File: config.mk
export PLATFORM = sky130hd
export DESIGN_NAME = rgb_led_pwm_blinker
export DESIGN_NICKNAME = d
export VERILOG_FILES = /design/src/hw/rtl/rlpb_pkg.sv /design/src/hw/rtl/rlpb_led_step.sv /design/src/hw/rtl/rgb_led_pwm_blinker.sv
export SDC_FILE = /design/constraint.sdc
export NUM_CORES = 2
export LEC_CHECK = 0
export BUFFER_PORTS_ARGS = -buffer_cell sky130_fd_sc_hd__buf_2
export CAP_MARGIN = 20
export CORE_UTILIZATION = 55
export CTS_CLUSTER_DIAMETER = 120
export CTS_CLUSTER_SIZE = 12
export DETAILED_ROUTE_END_ITERATION = 10
export HOLD_SLACK_MARGIN = 0.1
export PLACE_DENSITY = 0.72
export SLEW_MARGIN = 30
export SYNTH_ARGS = -nofsm -noshare
export SYNTH_HDL_FRONTEND = slang
export SYNTH_SLANG_ARGS = --single-unit
File: constraint.sdc
create_clock -name clk_i -period 10.5 [get_ports clk_i]
set_input_delay 0.525 -clock clk_i [delete_from_list [all_inputs] [get_ports clk_i]]
set_output_delay 0.525 -clock clk_i [all_outputs]
set_load 0.01 [all_outputs]
File: src/hw/rtl/rlpb_pkg.sv
// Shared types and constants for the RGB LED PWM blinker.
// Used by rlpb_led_step and rgb_led_pwm_blinker; no dependencies.
package rlpb_pkg;

  localparam int unsigned NumLeds = 8;
  localparam int unsigned LedIdxW = (NumLeds > 1) ? $clog2(NumLeds) : 1;
  localparam int unsigned LedCntW = $clog2(NumLeds + 1);

  typedef enum logic [1:0] {
    CmdTick  = 2'd0,
    CmdColor = 2'd1,
    CmdBlink = 2'd2,
    CmdClear = 2'd3
  } cmd_e;

  typedef enum logic [1:0] {
    RegActiveLow = 2'd0,
    RegPrescale  = 2'd1,
    RegLedsInUse = 2'd2
  } reg_e;

  typedef enum logic [1:0] {
    StIdle,
    StWalk,
    StFinish
  } state_e;

  // Per-LED state record; duty is {blue, green, red}
  typedef struct packed {
    logic [23:0] duty;
    logic [7:0]  phase;
    logic        blink;
    logic        lit;
    logic [15:0] on_len;
    logic [15:0] off_len;
    logic [15:0] countdown;
  } led_state_t;

endpackage

File: src/hw/rtl/rlpb_led_step.sv
// One LED's PWM compare and blink timer update for a tick.
// Shared by all LEDs under the top-level sequencer; uses rlpb_pkg.
module rlpb_led_step (
  input  rlpb_pkg::led_state_t st_i,
  input  logic                 ms_tick_i,
  output rlpb_pkg::led_state_t st_o,
  output logic [2:0]           bits_o
);

  logic       show;
  logic [2:0] pwm_bits;

  assign show = !st_i.blink || st_i.lit;

  always_comb begin
    for (int c = 0; c < 3; c++) begin
      pwm_bits[c] = (st_i.duty[8*c +: 8] != 8'd0) && (st_i.duty[8*c +: 8] >= st_i.phase) && show;
    end
  end

  always_comb begin
    st_o       = st_i;
    st_o.phase = st_i.phase + 8'd1;
    bits_o     = pwm_bits;
    if (ms_tick_i && st_i.blink) begin
      if (st_i.countdown != 16'd0) begin
        st_o.countdown = st_i.countdown - 16'd1;
      end else if (st_i.lit) begin
        // going dark forces the pins off right away
        st_o.countdown = st_i.off_len;
        st_o.lit       = 1'b0;
        bits_o         = 3'b000;
      end else begin
        st_o.countdown = st_i.on_len;
        st_o.lit       = 1'b1;
        st_o.phase     = 8'd0;
      end
    end
  end

endmodule

File: src/hw/rtl/rgb_led_pwm_blinker.sv
// RGB LED PWM blinker top level: stream ports, config registers, LED sequencer.
// Uses rlpb_pkg and rlpb_led_step.
// A tick item walks the n = min(leds_in_use, NumLeds) active LEDs in state StWalk,
// one LED per cycle through the shared step unit, then loads its result into the
// output register in StFinish; other commands go straight to StFinish. StFinish waits
// while a result is held and m_axis_tready is low; the next item is taken while a
// result waits in the output register. Reset clears all LED state, pins dark,
// prescale_limit = 48, active_low = 0, leds_in_use = 0.
module rgb_led_pwm_blinker (
  input  logic        clk_i,
  input  logic        rst_ni,
  input  logic        s_axis_tvalid,
  output logic        s_axis_tready,
  // tdata: led_index[2:0], red[10:3], green[18:11], blue[26:19],
  //        time_on[42:27], off_time[58:43], zero fill [63:59]
  input  logic [63:0] s_axis_tdata,
  // tuser: command[1:0]
  input  logic [1:0]  s_axis_tuser,
  output logic        m_axis_tvalid,
  input  logic        m_axis_tready,
  // tdata: led_pins[23:0], lit_phases[31:24]
  output logic [31:0] m_axis_tdata,
  input  logic        cfg_valid_i,
  output logic        cfg_ready_o,
  input  logic [1:0]  cfg_addr_i,
  input  logic [15:0] cfg_data_i
);

  localparam int unsigned IdxW = rlpb_pkg::LedIdxW;
  localparam int unsigned CntW = rlpb_pkg::LedCntW;
  localparam int unsigned PinW = 3 * rlpb_pkg::NumLeds;

  rlpb_pkg::state_e state_q, state_d;

  logic        active_low_q;
  logic [15:0] prescale_limit_q;
  logic [3:0]  leds_in_use_q;
  logic [15:0] prescaler_q;
  logic        ms_tick_q;
  logic [IdxW-1:0] cnt_q;

  rlpb_pkg::led_state_t led_q [rlpb_pkg::NumLeds];
  logic [2:0]           pin_q [rlpb_pkg::NumLeds];

  logic        out_valid_q;
  logic [31:0] out_data_q;

  // payload fields
  rlpb_pkg::cmd_e  cmd;
  logic [IdxW-1:0] idx;
  logic [2:0]      idx_raw;
  logic [23:0]     color;
  logic [15:0]     t_on, t_off;

  logic            accept;
  logic            in_range;
  logic [CntW-1:0] n_act;
  logic            walk_last;
  logic            load_out;
  logic            walk_en;

  rlpb_pkg::led_state_t step_in, step_out;
  logic [2:0]           step_bits;

  logic [PinW-1:0] pins_flat;
  logic [23:0]     pins_out;
  logic [7:0]      lits;

  assign cmd     = rlpb_pkg::cmd_e'(s_axis_tuser);
  assign idx_raw = s_axis_tdata[2:0];
  assign idx     = IdxW'(idx_raw);
  assign color   = {s_axis_tdata[26:19], s_axis_tdata[18:11], s_axis_tdata[10:3]};
  assign t_on    = s_axis_tdata[42:27];
  assign t_off   = s_axis_tdata[58:43];

  assign in_range = 32'(idx_raw) < rlpb_pkg::NumLeds;
  assign n_act    = (32'(leds_in_use_q) > rlpb_pkg::NumLeds) ?
                    CntW'(rlpb_pkg::NumLeds) : CntW'(leds_in_use_q);
  assign walk_last = CntW'(cnt_q) == (n_act - CntW'(1));

  assign accept      = s_axis_tvalid && s_axis_tready;
  assign cfg_ready_o = 1'b1;

  // next state
  always_comb begin
    state_d = state_q;
    case (state_q)
      rlpb_pkg::StIdle: begin
        if (accept) begin
          if (cmd == rlpb_pkg::CmdTick && n_act != CntW'(0)) begin
            state_d = rlpb_pkg::StWalk;
          end else begin
            state_d = rlpb_pkg::StFinish;
          end
        end
      end
      rlpb_pkg::StWalk: begin
        if (walk_last) begin
          state_d = rlpb_pkg::StFinish;
        end
      end
      rlpb_pkg::StFinish: begin
        if (!out_valid_q || m_axis_tready) begin
          state_d = rlpb_pkg::StIdle;
        end
      end
      default: state_d = rlpb_pkg::StIdle;
    endcase
  end

  // control outputs
  always_comb begin
    s_axis_tready = 1'b0;
    walk_en       = 1'b0;
    load_out      = 1'b0;
    case (state_q)
      rlpb_pkg::StIdle:   s_axis_tready = 1'b1;
      rlpb_pkg::StWalk:   walk_en = 1'b1;
      rlpb_pkg::StFinish: load_out = !out_valid_q || m_axis_tready;
      default: ;
    endcase
  end

  assign step_in = led_q[cnt_q];

  rlpb_led_step u_step (
    .st_i      (step_in),
    .ms_tick_i (ms_tick_q),
    .st_o      (step_out),
    .bits_o    (step_bits)
  );

  always_comb begin
    for (int i = 0; i < rlpb_pkg::NumLeds; i++) begin
      pins_flat[3*i +: 3] = pin_q[i];
    end
    lits = 8'd0;
    for (int i = 0; i < rlpb_pkg::NumLeds && i < 8; i++) begin
      lits[i] = led_q[i].lit;
    end
  end

  assign pins_out = 24'(pins_flat) ^ {24{active_low_q}};

  always_ff @(posedge clk_i or negedge rst_ni) begin
    if (!rst_ni) begin
      state_q <= rlpb_pkg::StIdle;
    end else begin
      state_q <= state_d;
    end
  end

  // config registers
  always_ff @(posedge clk_i or negedge rst_ni) begin
    if (!rst_ni) begin
      active_low_q     <= 1'b0;
      prescale_limit_q <= 16'd48;
      leds_in_use_q    <= 4'd0;
    end else if (cfg_valid_i && cfg_ready_o) begin
      case (rlpb_pkg::reg_e'(cfg_addr_i))
        rlpb_pkg::RegActiveLow: active_low_q     <= cfg_data_i[0];
        rlpb_pkg::RegPrescale:  prescale_limit_q <= cfg_data_i;
        rlpb_pkg::RegLedsInUse: leds_in_use_q    <= cfg_data_i[3:0];
        default: ;
      endcase
    end
  end

  // sequencer counter and prescaler
  always_ff @(posedge clk_i or negedge rst_ni) begin
    if (!rst_ni) begin
      prescaler_q <= 16'd0;
      ms_tick_q   <= 1'b0;
      cnt_q       <= '0;
    end else begin
      if (accept && cmd == rlpb_pkg::CmdTick) begin
        ms_tick_q   <= prescaler_q >= prescale_limit_q;
        prescaler_q <= (prescaler_q >= prescale_limit_q) ? 16'd0 : prescaler_q + 16'd1;
        cnt_q       <= '0;
      end else if (walk_en) begin
        cnt_q <= cnt_q + IdxW'(1);
      end
    end
  end

  // LED state and pin levels
  always_ff @(posedge clk_i or negedge rst_ni) begin
    if (!rst_ni) begin
      for (int i = 0; i < rlpb_pkg::NumLeds; i++) begin
        led_q[i] <= '0;
        pin_q[i] <= 3'b000;
      end
    end else if (walk_en) begin
      led_q[cnt_q] <= step_out;
      pin_q[cnt_q] <= step_bits;
    end else if (accept && in_range) begin
      case (cmd)
        rlpb_pkg::CmdColor: led_q[idx].duty <= color;
        rlpb_pkg::CmdBlink: begin
          led_q[idx].blink     <= 1'b0;
          led_q[idx].on_len    <= t_on;
          led_q[idx].off_len   <= t_off;
          led_q[idx].countdown <= t_on;
          if (CntW'(idx) < n_act) begin
            if (t_on != 16'd0) begin
              led_q[idx].phase <= 8'd0;
              led_q[idx].lit   <= 1'b1;
              led_q[idx].blink <= t_off != 16'd0;
            end else begin
              led_q[idx].duty <= 24'd0;
              led_q[idx].lit  <= 1'b0;
            end
          end
        end
        rlpb_pkg::CmdClear: begin
          led_q[idx] <= '0;
          pin_q[idx] <= 3'b000;
        end
        default: ;
      endcase
    end
  end

  // output register
  always_ff @(posedge clk_i or negedge rst_ni) begin
    if (!rst_ni) begin
      out_valid_q <= 1'b0;
    end else if (load_out) begin
      out_valid_q <= 1'b1;
    end else if (m_axis_tready) begin
      out_valid_q <= 1'b0;
    end
  end

  always_ff @(posedge clk_i) begin
    if (load_out) begin
      out_data_q <= {lits, pins_out};
    end
  end

  assign m_axis_tvalid = out_valid_q;
  assign m_axis_tdata  = out_data_q;

endmodule
==> metrics.log <==
INFO  metric path_class = flip-flop to flip-flop
INFO  metric yosysTopAreaCell = sky130_fd_sc_hd__dfrtp_1
INFO  metric hold_viol_final = 0
INFO  metric placeableCoreArea = 74,700 µm²
INFO  metric total_leakage_power = 0.0189 µW
INFO  metric max_freq = ~170 MHz
INFO  metric post_synth_and_or_nand_nor_area_fraction = 0.131
INFO  metric area_growth_syn_to_layout = 9.46%
INFO  metric dieWidth = 277 µm
INFO  metric syn_area_per_cell = 9.06 µm²
INFO  metric syn_area = ~42,000 µm²
INFO  metric worstPathBufferInverterCount = 2
INFO  metric report.final.setup_viol = 0
INFO  metric cts_setup_buffers = 0
INFO  metric yosys-mux-area-fraction = 0.0579
INFO  metric final_cell_count_no_fill = approximately 5,500
INFO  metric slew_headroom = 0.219
INFO  metric final_cell_mix = sky130_fd_sc_hd__dfrtp_1, sky130_fd_sc_hd__nand2_1, sky130_fd_sc_hd__o21ai_0
INFO  metric place_congestion = 1.05
INFO  metric ys.warnings.count = 0
INFO  metric io_buffer_count = approximately 120
INFO  metric result_of_the_run = finished clean
INFO  metric synth_ff_type = sky130_fd_sc_hd__dfrtp_1
INFO  metric fin_tns_setup = 0 ps
INFO  metric pin_count = 124
INFO  metric synth_seq_cells = 756
INFO  metric grtUsageMet1 = 0.570
INFO  metric crit_chain = buf_12, nand2b_1, o22ai_1, o21ai_1, buf_4, nand2_1, or4_1, o21ai_1, a211oi_1, nor3_1
INFO  metric hold_path.class = primary input to flip-flop
INFO  metric drt_pre_antenna_iters = 8
INFO  metric finalCriticalPeriod = between 5000 and 6000 ps
INFO  metric routed_wire_length_per_instance = 32.3 µm
INFO  metric cts_max_path_bufs = 3
INFO  metric slowest_stage = sky130_fd_sc_hd__nand2b_1
INFO  metric drt.antenna.violating_nets = 0
INFO  metric path_clk_slew = approximately 60 ps
INFO  metric global_route_wire_length_before_repair = 262,000 µm
INFO  metric synthXorXnorAreaFrac = 0.0103
INFO  metric clkPwrFrac = 0.160
INFO  metric cp_endpoint_kind = flip-flop
INFO  metric crit_path_frequent_cell = sky130_fd_sc_hd__o21ai_1
INFO  metric reported_net_switching_power = roughly 8000 µW
INFO  metric overflow = 0
INFO  metric worst-path-max-fanout = 70
INFO  metric complex_gate_fraction_of_the_synthesized_area = 0.281
INFO  metric syn-instance-count = 4,597
INFO  metric cpLargestDelayFamily = simple AND/OR/NAND/NOR gates
INFO  metric fraction_of_final_layout_cells_with_drive_strength_greater_than_1 = 0.129
INFO  metric synth_top_area_frac = 0.434
INFO  metric floorplan.rows = 100
INFO  metric dp_hpwl = 104,000 µm
INFO  metric timing.critical_path.slowest_cell_delay = 920 ps
INFO  metric floorplan.die_area = between 70,000 and 80,000 µm²
INFO  metric htree_levels = 3
INFO  metric seqPwrFrac = 0.306
INFO  metric post_synth_num_cell_types = 88
INFO  metric synth_edf_count = 32
INFO  metric maxSlewViolCount = 0
INFO  metric dieHeight = 277 µm
INFO  metric synth_fp_nets = about 4,700
INFO  metric final.period_utilization = 0.555
INFO  metric finish.utilization = 0.610
INFO  metric most_frequent_standard_cell_in_the_layout_excluding_fill_and_tap_cells = sky130_fd_sc_hd__dfrtp_1
INFO  metric fin_skew = 36.9 ps
INFO  metric ys_top_cells_by_area = sky130_fd_sc_hd__dfrtp_1, sky130_fd_sc_hd__o21ai_0, sky130_fd_sc_hd__nand2_1
INFO  metric dominant_combinational_cell_family_by_area_after_synthesis = compound AO/OA/AOI/OAI gates
INFO  metric synth-seq-area-share = 0.458
INFO  metric floorplan.initialDensity = 0.557
INFO  metric cts_tree = yes
INFO  metric cts-buffers-inserted = 72
INFO  metric first_global_vias = 39,700
INFO  metric worst_skew_pair.late_latency = 680 ps
INFO  metric clock-root-buffer = sky130_fd_sc_hd__clkbuf_16
INFO  metric vdd_ir_drop_max = 0.229 mV
INFO  metric maximum_number_of_pins_on_one_net_before_global_route_repair = 173
INFO  metric detailroute.via_count = roughly 42,000
INFO  metric cellInternalPower = 7840 µW
INFO  metric asyncSetResetFlopFracSynth = 0.958
INFO  metric clock_sinks = 756
INFO  metric placed_cells_incl_taps = 5,410
INFO  metric drc_errors = 0
INFO  metric overall_power_after_layout = roughly 16,000 µW
INFO  metric detail_route.vias_per_cell = 7.52
INFO  metric share_of_total_power_consumed_by_net_switching = 0.500
INFO  metric maxCapViolCount = 0
INFO  metric power-per-cell-area = 344 nW/µm²
INFO  metric finish.net_count = 4,667
INFO  metric grtUsageMet2 = 0.630
INFO  metric timing.critical_path.from_type = flip-flop
INFO  metric synth_adder_area_share = 0.0156
INFO  metric drt-initial-drc-count = 6,402
INFO  metric rsz0062_at_grt = false
INFO  metric cp.arrival = 6410 ps
INFO  metric grt.busiest_layer = met2
INFO  metric comb_power_share = 0.534
INFO  metric critical_path_required = 11,090 ps
INFO  metric fillCellCount = 6,419
INFO  metric use_met3 = 0.207
INFO  metric routed_wirelength = 179,000 µm
INFO  metric max_slew.worst_pin.slew = 1170 ps
INFO  metric gr-usage-all-layers = 0.459
INFO  metric antenna_found_initial = 7
## cells in the mapped netlist, types with 14 or more instances
master and number:
sky130_fd_sc_hd__a21o_1 28, sky130_fd_sc_hd__a221oi_1 51, sky130_fd_sc_hd__o211ai_1 20, sky130_fd_sc_hd__a211oi_1 20, sky130_fd_sc_hd__buf_2 32, sky130_fd_sc_hd__o31ai_1 23, sky130_fd_sc_hd__xor2_1 35, sky130_fd_sc_hd__mux2_2 92
sky130_fd_sc_hd__a22oi_1 206, sky130_fd_sc_hd__nor3_1 26, sky130_fd_sc_hd__o221ai_1 49, sky130_fd_sc_hd__xnor2_1 14, sky130_fd_sc_hd__nand2b_1 24, sky130_fd_sc_hd__buf_4 18, sky130_fd_sc_hd__inv_1 49, sky130_fd_sc_hd__a22o_1 81
sky130_fd_sc_hd__mux2i_1 54, sky130_fd_sc_hd__o21ai_1 44, sky130_fd_sc_hd__a32o_1 46, sky130_fd_sc_hd__nand3_1 69, sky130_fd_sc_hd__clkbuf_1 313, sky130_fd_sc_hd__o21ai_0 490, sky130_fd_sc_hd__ha_1 52, sky130_fd_sc_hd__and2_1 42
sky130_fd_sc_hd__a31oi_1 92, sky130_fd_sc_hd__o22ai_1 185, sky130_fd_sc_hd__nor2_1 327, sky130_fd_sc_hd__and3_1 30, sky130_fd_sc_hd__nand2_1 617, sky130_fd_sc_hd__mux4_2 37, sky130_fd_sc_hd__nor2b_1 31, sky130_fd_sc_hd__buf_1 42
sky130_fd_sc_hd__a21oi_1 387, sky130_fd_sc_hd__o21a_1 24, sky130_fd_sc_hd__edfxtp_1 32, sky130_fd_sc_hd__dfrtp_1 722
## metrics by stage
stage / instance area (µm²) / hold WS (ps) / setup WS [ps]
CTS: 45400 / 102 / 4750
global route: 45600 / 102 / 4590
finish: 45600 / 107 / 4680
detailed placement: 43300 / 465 / 4760
floorplan: 41600 / 229 / 6440
global placement: 43300 / 456 / 4880
## repair_timing
action,in CTS,in global routing
resized for setup,0,0
hold buffers,2,5
endpoints found under the hold margin,97,5
## final cells by class
cell class,count,area [µm²],area share
tap,969,1210,0.0266
multi-input combinational,3379,21100,0.463
antenna,3,7.51,0.000165
sequential,756,19100,0.419
inverter,50,188,0.00412
clock buffer,97,2020,0.0444
clock inverter,1,16.3,0.000357
timing repair buffer,267,1920,0.0420
## kinds of logic after synthesis
family,count (synthesis)
other cells,1
simple gates,1252
buf+inv,462
compound gates,1842
fa+ha+maj,52
flops,756
xor+xnor,49
mux,183
## metal layers
metal	vias up	part of all wire
li1	16800	-
met1	19900	0.34
met2	3684	0.40
met3	1129	0.17
met4	14	0.090
met5	-	0.00048
## final timing paths
path	start	end	slack, ps	cells past startpoint
setup / recovery	cnt_q[1]$_DFFE_PN0P_	led_q[175]$_DFFE_PN0P_	4680	10
hold / removal	cfg_data_i[5]	prescale_limit_q[5]$_DFFE_PN1P_	110	2
setup reg to reg	cnt_q[1]$_DFFE_PN0P_	led_q[175]$_DFFE_PN0P_	4680	10
hold reg to reg	led_q[444]$_DFFE_PN0P_	led_q[444]$_DFFE_PN0P_	480	2
max in group asynchronous	rst_ni	led_q[569]$_DFFE_PN0P_	7910	5
min in group asynchronous	rst_ni	pin_q[14]$_DFFE_PN0P_	440	2
## state kept, by name (all words and copies together), names as in the netlist
| register | count |
|---|---|
| ms_tick_q | 1 |
| led_q | 656 |
| prescaler_q | 16 |
| m_axis_tdata | 32 |
| active_low_q | 1 |
| leds_in_use_q | 4 |
| cnt_q | 3 |
| prescale_limit_q | 16 |
| pin_q | 24 |
| m_axis_tvalid | 1 |
| state_q | 2 |
## power groups by stage
stage          combinational, µW  sequential [µW]  clock [µW]
4_1_cts                     7850             4750        2500
3_3_place_gp                7690             4760           0
3_5_place_dp                7830             4790           0
5_1_grt                     8640             4900        2610
2_1_floorplan               4920             4530           0
6_report                    8380             4800        2500
Power figures use the tool's default switching activity.
